`src/hw/rtl/dpf_pkg.sv`:
```
// Package for the debug packet framer: character codes, encoding modes,
// the job record that travels from the front end to the back end, and helpers.
// No dependencies.
package dpf_pkg;

    localparam logic [7:0] CH_START = 8'h24;  // '$'
    localparam logic [7:0] CH_HASH  = 8'h23;  // '#'
    localparam logic [7:0] CH_ESC   = 8'h7D;  // '}'
    localparam logic [7:0] CH_STAR  = 8'h2A;  // '*'
    localparam logic [7:0] ESC_XOR  = 8'h20;

    localparam logic [1:0] MODE_RAW = 2'd0;
    localparam logic [1:0] MODE_HEX = 2'd1;
    localparam logic [1:0] MODE_ESC = 2'd2;

    // Bit positions of the character steps that one job can produce.
    localparam int STEP_START = 0;
    localparam int STEP_PAY0  = 1;
    localparam int STEP_PAY1  = 2;
    localparam int STEP_HASH  = 3;
    localparam int STEP_HI    = 4;
    localparam int STEP_LO    = 5;
    localparam int NUM_STEPS  = 6;

    localparam int QUEUE_DEPTH = 2;

    typedef logic [NUM_STEPS-1:0] step_mask_t;

    typedef struct packed {
        logic       need_start;
        logic       need_pay0;
        logic       need_pay1;
        logic       need_trailer;
        logic [7:0] pay0;
        logic [7:0] pay1;
    } job_t;

    // Lowercase hex digit for one nibble.
    function automatic logic [7:0] hex_digit(input logic [3:0] nib);
        logic [7:0] wide;
        wide = {4'h0, nib};
        if (nib < 4'd10)
        begin
            return 8'h30 + wide;
        end
        return 8'h57 + wide;
    endfunction

endpackage

```
`src/hw/rtl/dpf_if.sv`:
```
// Handshake channels of the debug packet framer: the payload byte channel
// and the framed character channel. No dependencies.
interface dpf_in_if;
    logic       valid;
    logic       ready;
    logic [7:0] data_byte;
    logic       has_byte;
    logic       first_of_packet;
    logic       last_of_packet;

    modport source (output valid, data_byte, has_byte, first_of_packet, last_of_packet,
                    input ready);
    modport sink (input valid, data_byte, has_byte, first_of_packet, last_of_packet,
                  output ready);
endinterface

interface dpf_out_if;
    logic       valid;
    logic       ready;
    logic [7:0] out_char;
    logic       last_of_run;
    logic       end_of_packet;

    modport source (output valid, out_char, last_of_run, end_of_packet, input ready);
    modport sink (input valid, out_char, last_of_run, end_of_packet, output ready);
endinterface

```
`src/hw/rtl/dpf_front.sv`:
```
// Front end of the debug packet framer: accepts payload items, tracks packet
// state and turns each item into a job of character steps. Uses dpf_pkg, dpf_in_if.
module dpf_front
(
    input  logic           clk,
    input  logic           rst_n,
    dpf_in_if.sink         item,
    input  logic [1:0]     mode,
    input  logic           queue_full,
    output logic           push,
    output dpf_pkg::job_t  job
);

    logic in_packet_reg;
    logic in_packet_next;
    logic accept;
    logic start;
    logic is_special;

    assign item.ready = !queue_full;
    assign accept     = item.valid && !queue_full;
    assign start      = item.first_of_packet || !in_packet_reg;

    assign is_special = (item.data_byte == dpf_pkg::CH_START) ||
                        (item.data_byte == dpf_pkg::CH_HASH)  ||
                        (item.data_byte == dpf_pkg::CH_ESC)   ||
                        (item.data_byte == dpf_pkg::CH_STAR);

    always_comb
    begin
        job.need_start   = start;
        job.need_pay0    = item.has_byte;
        job.need_pay1    = 1'b0;
        job.need_trailer = item.last_of_packet;
        job.pay0         = item.data_byte;
        job.pay1         = item.data_byte;
        if (mode == dpf_pkg::MODE_HEX)
        begin
            job.need_pay1 = item.has_byte;
            job.pay0      = dpf_pkg::hex_digit(item.data_byte[7:4]);
            job.pay1      = dpf_pkg::hex_digit(item.data_byte[3:0]);
        end
        else if (mode == dpf_pkg::MODE_ESC && is_special)
        begin
            job.need_pay1 = item.has_byte;
            job.pay0      = dpf_pkg::CH_ESC;
            job.pay1      = item.data_byte ^ dpf_pkg::ESC_XOR;
        end
    end

    // An idle item inside an open packet leaves nothing to send.
    assign push = accept && (start || item.has_byte || item.last_of_packet);

    always_comb
    begin
        in_packet_next = in_packet_reg;
        if (accept)
        begin
            if (item.last_of_packet)
            begin
                in_packet_next = 1'b0;
            end
            else if (start)
            begin
                in_packet_next = 1'b1;
            end
        end
    end

    always_ff @(posedge clk or negedge rst_n)
    begin
        if (!rst_n)
        begin
            in_packet_reg <= 1'b0;
        end
        else
        begin
            in_packet_reg <= in_packet_next;
        end
    end

endmodule

```
`src/hw/rtl/dpf_queue.sv`:
```
// Two-entry job queue between the front end and the back end of the framer.
// Uses dpf_pkg.
module dpf_queue
(
    input  logic           clk,
    input  logic           rst_n,
    input  logic           push,
    input  dpf_pkg::job_t  push_job,
    output logic           full,
    input  logic           pop,
    output logic           head_valid,
    output dpf_pkg::job_t  head_job
);

    localparam int PTR_W = $clog2(dpf_pkg::QUEUE_DEPTH);
    localparam int CNT_W = $clog2(dpf_pkg::QUEUE_DEPTH + 1);

    dpf_pkg::job_t entry_reg [dpf_pkg::QUEUE_DEPTH];
    logic [PTR_W-1:0] wr_ptr_reg;
    logic [PTR_W-1:0] wr_ptr_next;
    logic [PTR_W-1:0] rd_ptr_reg;
    logic [PTR_W-1:0] rd_ptr_next;
    logic [CNT_W-1:0] count_reg;
    logic [CNT_W-1:0] count_next;

    assign full       = count_reg == CNT_W'(dpf_pkg::QUEUE_DEPTH);
    assign head_valid = count_reg != '0;
    assign head_job   = entry_reg[rd_ptr_reg];

    always_comb
    begin
        wr_ptr_next = wr_ptr_reg;
        rd_ptr_next = rd_ptr_reg;
        count_next  = count_reg;
        if (push)
        begin
            wr_ptr_next = (wr_ptr_reg == PTR_W'(dpf_pkg::QUEUE_DEPTH - 1)) ? '0
                                                                           : wr_ptr_reg + 1'b1;
        end
        if (pop)
        begin
            rd_ptr_next = (rd_ptr_reg == PTR_W'(dpf_pkg::QUEUE_DEPTH - 1)) ? '0
                                                                           : rd_ptr_reg + 1'b1;
        end
        if (push && !pop)
        begin
            count_next = count_reg + 1'b1;
        end
        else if (pop && !push)
        begin
            count_next = count_reg - 1'b1;
        end
    end

    always_ff @(posedge clk or negedge rst_n)
    begin
        if (!rst_n)
        begin
            wr_ptr_reg <= '0;
            rd_ptr_reg <= '0;
            count_reg  <= '0;
        end
        else
        begin
            wr_ptr_reg <= wr_ptr_next;
            rd_ptr_reg <= rd_ptr_next;
            count_reg  <= count_next;
        end
    end

    always_ff @(posedge clk)
    begin
        if (push)
        begin
            entry_reg[wr_ptr_reg] <= push_job;
        end
    end

endmodule

```
`src/hw/rtl/dpf_back.sv`:
```
// Back end of the debug packet framer: walks the steps of the job at the
// queue head, one character per cycle unless the link stalls, keeps the
// checksum and drives the registered output channel. Uses dpf_pkg, dpf_out_if.
module dpf_back
(
    input  logic           clk,
    input  logic           rst_n,
    input  logic           head_valid,
    input  dpf_pkg::job_t  head_job,
    output logic           pop,
    dpf_out_if.source      link
);

    dpf_pkg::step_mask_t done_reg;
    dpf_pkg::step_mask_t done_next;
    dpf_pkg::step_mask_t need;
    dpf_pkg::step_mask_t remaining;
    dpf_pkg::step_mask_t pick;

    logic [7:0] sum_reg;
    logic [7:0] sum_next;
    logic       out_valid_reg;
    logic [7:0] out_char_reg;
    logic       last_of_run_reg;
    logic       end_of_packet_reg;

    logic       advance;
    logic       emit;
    logic       final_step;
    logic [7:0] cur_char;

    assign need = {{3{head_job.need_trailer}}, head_job.need_pay1,
                   head_job.need_pay0, head_job.need_start};
    assign remaining = head_valid ? (need & ~done_reg) : '0;
    // Isolate the lowest pending step.
    assign pick       = remaining & (~remaining + 1'b1);
    assign final_step = (remaining & ~pick) == '0;

    assign advance = !out_valid_reg || link.ready;
    assign emit    = advance && head_valid;
    assign pop     = emit && final_step;

    always_comb
    begin
        if (pick[dpf_pkg::STEP_START])
        begin
            cur_char = dpf_pkg::CH_START;
        end
        else if (pick[dpf_pkg::STEP_PAY0])
        begin
            cur_char = head_job.pay0;
        end
        else if (pick[dpf_pkg::STEP_PAY1])
        begin
            cur_char = head_job.pay1;
        end
        else if (pick[dpf_pkg::STEP_HASH])
        begin
            cur_char = dpf_pkg::CH_HASH;
        end
        else if (pick[dpf_pkg::STEP_HI])
        begin
            cur_char = dpf_pkg::hex_digit(sum_reg[7:4]);
        end
        else
        begin
            cur_char = dpf_pkg::hex_digit(sum_reg[3:0]);
        end
    end

    always_comb
    begin
        done_next = done_reg;
        sum_next  = sum_reg;
        if (emit)
        begin
            done_next = pop ? '0 : (done_reg | pick);
            if (pick[dpf_pkg::STEP_START] || pick[dpf_pkg::STEP_LO])
            begin
                sum_next = '0;
            end
            else if (pick[dpf_pkg::STEP_PAY0] || pick[dpf_pkg::STEP_PAY1])
            begin
                sum_next = sum_reg + cur_char;
            end
        end
    end

    always_ff @(posedge clk or negedge rst_n)
    begin
        if (!rst_n)
        begin
            done_reg      <= '0;
            sum_reg       <= '0;
            out_valid_reg <= 1'b0;
        end
        else
        begin
            done_reg <= done_next;
            sum_reg  <= sum_next;
            if (advance)
            begin
                out_valid_reg <= emit;
            end
        end
    end

    always_ff @(posedge clk)
    begin
        if (emit)
        begin
            out_char_reg      <= cur_char;
            last_of_run_reg   <= final_step;
            end_of_packet_reg <= pick[dpf_pkg::STEP_LO];
        end
    end

    assign link.valid         = out_valid_reg;
    assign link.out_char      = out_char_reg;
    assign link.last_of_run   = last_of_run_reg;
    assign link.end_of_packet = end_of_packet_reg;

endmodule

```
`src/hw/rtl/debug_packet_framer.sv`:
```
// Top level of the debug packet framer: front end, job queue and back end.
// Uses dpf_pkg, dpf_if, dpf_front, dpf_queue, dpf_back.
//
//   Channel   Direction  Handshake           Carries
//   item      in         valid/ready         data_byte, has_byte, first/last_of_packet
//   link      out        valid/ready         out_char, last_of_run, end_of_packet
//   mode_wr   in         mode_wr_en          mode_wr_data (encoding mode)
//
// The back end sends one character per cycle while the link is ready. An item
// causes 1 character for a raw byte, 2 for a hex or escaped byte, plus
// 1 for an opening '$' and 3 for a trailer.
// Reset clears packet state, the checksum, the queue and the encoding mode.
// A two-entry job queue and the output register let the input keep
// transferring while the link stalls, until the queue fills.
module debug_packet_framer
(
    input  logic       clk,
    input  logic       rst_n,
    dpf_in_if.sink     item,
    dpf_out_if.source  link,
    input  logic       mode_wr_en,
    input  logic [1:0] mode_wr_data
);

    logic [1:0]    mode_reg;
    logic          queue_full;
    logic          push;
    logic          pop;
    logic          head_valid;
    dpf_pkg::job_t push_job;
    dpf_pkg::job_t head_job;

    always_ff @(posedge clk or negedge rst_n)
    begin
        if (!rst_n)
        begin
            mode_reg <= dpf_pkg::MODE_RAW;
        end
        else if (mode_wr_en)
        begin
            mode_reg <= mode_wr_data;
        end
    end

    dpf_front u_front
    (
        .clk        (clk),
        .rst_n      (rst_n),
        .item       (item),
        .mode       (mode_reg),
        .queue_full (queue_full),
        .push       (push),
        .job        (push_job)
    );

    dpf_queue u_queue
    (
        .clk        (clk),
        .rst_n      (rst_n),
        .push       (push),
        .push_job   (push_job),
        .full       (queue_full),
        .pop        (pop),
        .head_valid (head_valid),
        .head_job   (head_job)
    );

    dpf_back u_back
    (
        .clk        (clk),
        .rst_n      (rst_n),
        .head_valid (head_valid),
        .head_job   (head_job),
        .pop        (pop),
        .link       (link)
    );

endmodule

```
`src/flat_wrapper.sv`:
```
// flat-port wrapper written by rule: the top's interface ports become plain ports
module debug_packet_framer_flat 
  (clk, rst_n, mode_wr_en, mode_wr_data, item_valid, item_data_byte, item_has_byte, item_first_of_packet, item_last_of_packet, item_ready, link_valid, link_out_char, link_last_of_run, link_end_of_packet, link_ready);
  dpf_in_if item_i ();
  dpf_out_if link_i ();
  input  logic clk;
  input  logic rst_n;
  input  logic mode_wr_en;
  input  logic [1:0] mode_wr_data;
  input wire logic [$bits(item_i.valid)-1:0] item_valid;
  input wire logic [$bits(item_i.data_byte)-1:0] item_data_byte;
  input wire logic [$bits(item_i.has_byte)-1:0] item_has_byte;
  input wire logic [$bits(item_i.first_of_packet)-1:0] item_first_of_packet;
  input wire logic [$bits(item_i.last_of_packet)-1:0] item_last_of_packet;
  output wire logic [$bits(item_i.ready)-1:0] item_ready;
  output wire logic [$bits(link_i.valid)-1:0] link_valid;
  output wire logic [$bits(link_i.out_char)-1:0] link_out_char;
  output wire logic [$bits(link_i.last_of_run)-1:0] link_last_of_run;
  output wire logic [$bits(link_i.end_of_packet)-1:0] link_end_of_packet;
  input wire logic [$bits(link_i.ready)-1:0] link_ready;
  assign item_i.valid = item_valid;
  assign item_i.data_byte = item_data_byte;
  assign item_i.has_byte = item_has_byte;
  assign item_i.first_of_packet = item_first_of_packet;
  assign item_i.last_of_packet = item_last_of_packet;
  assign item_ready = item_i.ready;
  assign link_valid = link_i.valid;
  assign link_out_char = link_i.out_char;
  assign link_last_of_run = link_i.last_of_run;
  assign link_end_of_packet = link_i.end_of_packet;
  assign link_i.ready = link_ready;
  debug_packet_framer u_core (.clk(clk), .rst_n(rst_n), .item(item_i), .link(link_i), .mode_wr_en(mode_wr_en), .mode_wr_data(mode_wr_data));
endmodule
```
`config.mk`:
```
export PLATFORM = sky130hd
export DESIGN_NAME = debug_packet_framer_flat
export DESIGN_NICKNAME = d
export VERILOG_FILES = /design/src/hw/rtl/dpf_pkg.sv /design/src/hw/rtl/dpf_if.sv /design/src/hw/rtl/dpf_front.sv /design/src/hw/rtl/dpf_queue.sv /design/src/hw/rtl/dpf_back.sv /design/src/hw/rtl/debug_packet_framer.sv /design/src/flat_wrapper.sv
export SDC_FILE = /design/constraint.sdc
export NUM_CORES = 1
export LEC_CHECK = 0
export ABC_AREA = 1
export BUFFER_PORTS_ARGS = -buffer_cell sky130_fd_sc_hd__buf_2
export CAP_MARGIN = 20
export CELL_PAD_IN_SITES_DETAIL_PLACEMENT = 1
export CELL_PAD_IN_SITES_GLOBAL_PLACEMENT = 1
export CORE_MARGIN = 2
export CORE_UTILIZATION = 40
export CTS_BUF_LIST = sky130_fd_sc_hd__clkbuf_8
export CTS_CLUSTER_DIAMETER = 80
export DETAILED_ROUTE_END_ITERATION = 6
export MAX_ROUTING_LAYER = met4
export PLACE_DENSITY = 0.74
export SETUP_SLACK_MARGIN = 0.02
export SYNTH_ARGS = -nofsm -noshare
export SYNTH_HDL_FRONTEND = slang
export SYNTH_HIERARCHICAL = 1
export SYNTH_SLANG_ARGS = --single-unit
```
`constraint.sdc`:
```
create_clock -name clk -period 5.9 [get_ports clk]
set_input_delay 0.59 -clock clk [delete_from_list [all_inputs] [get_ports clk]]
set_output_delay 0.59 -clock clk [all_outputs]
set_load 0.02 [all_outputs]
```
Word-level counts from Yosys, hierarchy flattened

Memory sizes are Yosys's and may differ from the RTL's.
Cells that the tools add are included.
W data, S select, Z words.

Register bits: 32
RAM bits: 40
Bits of input ports: 18
Output and inout bits: 12
Word-level logic and storage cells: 118
Memories: 1

Memories:

| memory                   | words | width | rd ports | clocked after memory_dff | wr ports | line            | RTL |
|---|---|---|---|---|---|---|---|
| u_core.u_queue.entry_reg | 2     | 20    | 1        | 0                        | 1        | dpf_queue.sv:18 | `dpf_pkg::job_t entry_reg [dpf_pkg::QUEUE_DEPTH];` |

Add/subtract/negate cells: 14
Order comparisons: 4
Equal/unequal tests: 7
Muxes and demuxes: 45
Bitwise gates (word level): 8
Reduce and logical (&&, ||, !) cells: 28

Operators with widths:

| kind                  | count |
|---|---|
| $mux W8               | 15 |
| $add A7 B4 Y8 const A | 4 |
| $mux W16              | 2 |
| $add A6 B4 Y7 const A | 4 |
| $eq A8 B6 Y1 const B  | 3 |
| $mux W1               | 24 |
| $and A6 B6 Y6         | 3 |
| $not A6 Y6            | 3 |
| $lt A4 B4 Y1 const B  | 4 |
| $mux W6               | 2 |
| $logic_or A1 B1 Y1    | 9 |
| $add A8 B8 Y8         | 1 |
| $eq A8 B7 Y1 const B  | 1 |
| $reduce_bool A2 Y1    | 4 |
| $logic_and A1 B1 Y1   | 7 |
| $add A6 B1 Y6 const B | 1 |
| $logic_not A6 Y1      | 1 |
| $or A6 B6 Y6          | 1 |
| $logic_not A1 Y1      | 5 |
| $eq A2 B2 Y1 const B  | 2 |
| $mux W2               | 2 |
| $reduce_and A2 Y1     | 2 |
| $add A1 B1 Y1 const B | 2 |
| $add A2 B1 Y2 const B | 1 |
| 3 further kinds       | 3 |

Longest topological paths before layout

Depth in word-level cells: 20
Depth in mapped cells: 21
Depth with buffers taken out: 20

Hierarchy

Netlist, hierarchy kept.

By module, submodules not included:

| module              | instances | cells an instance | area each (um^2) | sequential area each (um^2) |
|---|---|---|---|---|
| dpf_back            | 1         | 247               | 1980.6           | 675.6 |
| dpf_queue           | 1         | 87                | 1726.7           | 1301.2 |
| dpf_front           | 1         | 97                | 553.0            | 25.0 |
| debug_packet_framer | 1         | 9                 | 76.3             | 50.0 |

Worst setup path after synthesis

No wires, ideal clock.

Path kind: register -> register
From: reg u_core.u_queue.rd_ptr_reg
To: reg u_core.u_back.sum_reg[4]
Setup time: 0.122 ns
Arrival time: 2.752 ns
Required time: 5.778 ns
Path slack: 3.027 ns
Stages on the path, launching flop included: 18
Path buffers: 1
Clock period less this slack: 2.873 ns
Cell sequence: dfrtp_1 -> buf_6 -> mux2_4 -> nand3_4 -> nand3_4 -> nor2_8 -> nand2_4 -> nand2_1 -> nand3_1 -> nand2_1 -> nand2_1 -> ha_1 -> fa_1 -> nand2_1 -> nand2_1 -> a21oi_1 -> xor2_1 -> o21ai_1

RTL lines:

| element                | line            | RTL |
|---|---|---|
| start, declared        | dpf_queue.sv:21 | `logic [PTR_W-1:0] rd_ptr_reg;` |
| start signal, assigned | dpf_queue.sv:66 | `rd_ptr_reg <= rd_ptr_next;` |
| end signal, assigned   | dpf_back.sv:100 | `sum_reg <= sum_next;` |
| end, declared          | dpf_back.sv:20  | `logic [7:0] sum_reg;` |

==> summary.txt <==
Synthesis
  • Yosys reg bits: 72
  • Yosys Warn Count: 6
  • Sequential element share of the synthesized area: a little under half
  • Mapped Cells: 440
  • Syn Std Cell Area: 0.00434 mm²
  • Netlist cell types: 42
  • Avg Inst Size Synth: 9.86 µm²
  • Synth Net Count: 478

Global routing
  • Initial antenna violation count: 0
  • Total grt overflow: 0
  • Vias in the first global route: about 3400
  • First-pass GRT wire length: ~17 mm
  • Largest net degree at the start of global routing: 23
  • Overall Global Routing Usage: roughly a fifth

Critical path
  • Crit path cell chain: buf_16, mux2_4, nand3_1, nand3_4, nor2_8, nand2_4, nand2_1, nand3_1, nand2_1, nand2_1, ha_1, fa_1, nand2_1, nand2_1, a21oi_1, xor2_1, o21ai_1
  • Critical path launch point type: flop
  • Critical path buffers and inverters: 1
  • CP peak stage delay: 0.66 ns
  • CP max-delay cell: dfrtp_1
  • Arr. time, crit path: 3.68 ns
  • Critical Path Sink Type: flop
  • Critical path's most frequent cell: nand2_1
  • WP data required: 6.14 ns
  • Crit Path Category: reg -> reg
  • Crit Path Max Fanout: 14
  • Delay-heaviest family, CP: simple AND/OR/NAND/NOR gates

Floorplanning
  • DIE WIDTH: 108 µm
  • Core area: 0.0107 mm²
  • Initial Util: between 40% and 50%
  • IO Pins: 30
  • Rows: 38
  • Die H: 108 µm
  • Full die area: between 0.01 and 0.015 mm²

Placed design
  • Post-DP Area: 0.00459 mm²
  • Placed Instances: 601
  • Port buffer count: 29
  • HPWL after DPL: 7.59 mm
  • Final Wtd Congestion: 0.879

Clock tree
  • Clk slew on worst S/H paths: 0.09 ns
  • Clock Root Buffer: clkbuf_8
  • TritonCTS Buffers: 9
  • Hold_buf cts: 0
  • CTS Sinks: roughly 70
  • Skew-Pair Late Insertion Delay: between 0.3 and 0.4 ns
  • CTS Buffer Depth: 2
  • CTS tree: yes
  • Setup bufs post-CTS: 0
  • CTS resizes: 0
  • CTS HTree Levels: 3

Cells and area
  • Seq. cell area: 0.00205 mm²
  • Largest register FFs: 40
  • Multi-input gate area: 0.00196 mm²
  • Post-Layout Cell Count: 618
  • Area grow syn2layout: 11.6%
  • Final Util: 45.3%
  • Finished Cell Area: between 0.004 and 0.005 mm²
  • ANT cells: 0
  • Share of layout cells above drive strength 1: 21.8%
  • Fill cells: 1225
  • Net count, final: approximately 500

Min path
  • Hold Crit Class: in -> async

Timing
  • Slew Viols, Final: 0
  • Clk_skew: 0.0136 ns
  • Setup TNS: 0 ns
  • Final setup fails: 0
  • RSZ-0062 raised after global routing: false
  • Slew HR: 44.0%
  • Final hold viol count: 0
  • Slew at the pin closest to its max-slew limit: 0.839 ns
  • Period utilisation layout: roughly three fifths
  • Tmin final: 3.44 ns
  • FMAX: 291 MHz

Drt
  • Initial drt markers: 115
  • DR WL/cell: 16.0 µm
  • Via density: approximately 5.1
  • # DRC: 0
  • DR vias: 3132
  • Total wire length: 9.86 mm
  • Post-route ant nets: 0
  • TritonRoute pass-1 iters: 4

Power
  • Sw frac: 45.8%
  • Combinational share of power: between 50% and 60%
  • Cell area power density: ~600 mW/mm²
  • P_sw: 1.33 mW
  • Leakage power figure: about 2.3 nW
  • Flop pwr share: a little under 30%
  • Clock Power Share: between 15 and 20%
  • VDD IR-drop max: 217 µV
  • Power Internal: about 1.6 mW

Flow run
  • Max_cap viols: 0

Status
  • Status: finished clean
==> metal layers <==
layer / GRT usage [%] / wire length [µm] / up-vias
met4: 9.25 / 251 / 0
li1: - / - / 1542
met5: - / 0 / -
met1: 21.7 / 4300 / 1518
met2: 33.6 / 5080 / 52
met3: 2.59 / 231 / 20
==> worst paths after layout <==
path                                                  startpoint                                 endpoint  slack, ns  cells past startpoint
max in group asynchronous                                  rst_n     u_core/u_back/sum_reg[0]$_DFFE_PN0P_       5.29                      1
hold reg to reg                   u_core/mode_reg[1]$_DFFE_PN0P_           u_core/mode_reg[1]$_DFFE_PN0P_       0.49                      2
min in group clk                                 mode_wr_data[0]           u_core/mode_reg[0]$_DFFE_PN0P_       0.42                      3
hold / removal                                             rst_n  u_core/u_queue/count_reg[0]$_DFFE_PN0P_       0.22                      1
setup / recovery           u_core/u_queue/rd_ptr_reg$_DFFE_PN0P_     u_core/u_back/sum_reg[4]$_DFFE_PN0P_       2.46                     17
setup reg to reg           u_core/u_queue/rd_ptr_reg$_DFFE_PN0P_     u_core/u_back/sum_reg[4]$_DFFE_PN0P_       2.46                     17
==> logic make-up after synthesis <==
family / share of synthesized area, %
adder cells (fa/ha/maj): 5.94
buffers and inverters: 7.41
multiplexers: 6.84
AND/OR/NAND/NOR: 22.9
flip-flops: 47.3
AO/OA/AOI/OAI: 7.53
XOR/XNOR: 2.02
==> synthesized netlist by cell type, drive strengths merged <==
master / number / area share (%)
a21boi: 1 / 0.26
a21oi: 22 / 2.8
a31o: 1 / 0.20
a31oi: 1 / 0.14
a32o: 1 / 0.23
buf: 8 / 1.7
clkbuf: 1 / 0.12
dfrtp: 22 / 13
edfxtp: 50 / 35
fa: 1 / 0.46
ha: 19 / 5.5
inv: 65 / 5.6
mux2: 20 / 6.8
nand2: 106 / 11
nand3: 39 / 5.5
nand3b: 2 / 0.35
nand4: 7 / 1.7
nor2: 31 / 4.3
nor3: 1 / 0.12
nor3b: 1 / 0.17
o211ai: 3 / 0.52
o21ai: 24 / 2.9
o22ai: 3 / 0.43
or2: 1 / 0.14
xnor2: 3 / 0.61
xor2: 7 / 1.4
==> power by group through the flow <==
stage               clock, mW  combinational [mW]  sequential (mW)
floorplan                   0                1.22            0.873
global placement            0                1.51            0.875
detailed placement          0                1.57            0.887
CTS                     0.460                1.58            0.876
global route            0.487                1.79            0.872
finish                  0.449                1.61            0.853
==> cell type report <==
class,count,area share (%)
Clock inverter,7,2.12
Inverter,65,5.04
Timing Repair Buffer,31,3.72
Clock buffer,9,2.56
Sequential cell,72,42.4
Multi-Input combinational cell,294,40.6
Tap cell,140,3.62
==> cell usage in the layout, fill, tap and decap left out, types with 2 or more instances in the layout <==
cell type,n
inv_2,7
edfxtp_1,50
o21ai_1,5
buf_2,29
inv_6,3
a21oi_1,21
nand2_4,5
inv_1,58
nand2_1,95
bufinv_16,2
ha_1,19
nor2_8,3
mux2_4,19
nor2_1,24
o22ai_1,3
clkbuf_8,9
nand3_1,35
dfrtp_1,22
xor2_1,7
nand4_4,2
xnor2_1,3
nand4_1,5
nor2_4,2
o21ai_2,2
o211ai_1,3
o21ai_0,17
nand2_2,5
nor2_2,2
nand3_4,3
nand3b_1,2
==> metrics by stage <==
step / hold slack [ns] / power [mW] / worst slack, ns
global placement: 0.453 / 2.39 / 2.23
finish: 0.221 / 2.91 / 2.46
detailed placement: 0.469 / 2.46 / 2.11
floorplan: 0.294 / 2.09 / 3.03
global route: 0.238 / 3.15 / 2.19
CTS: 0.227 / 2.92 / 2.09
No activity file was read; power rests on OpenSTA's default activity.
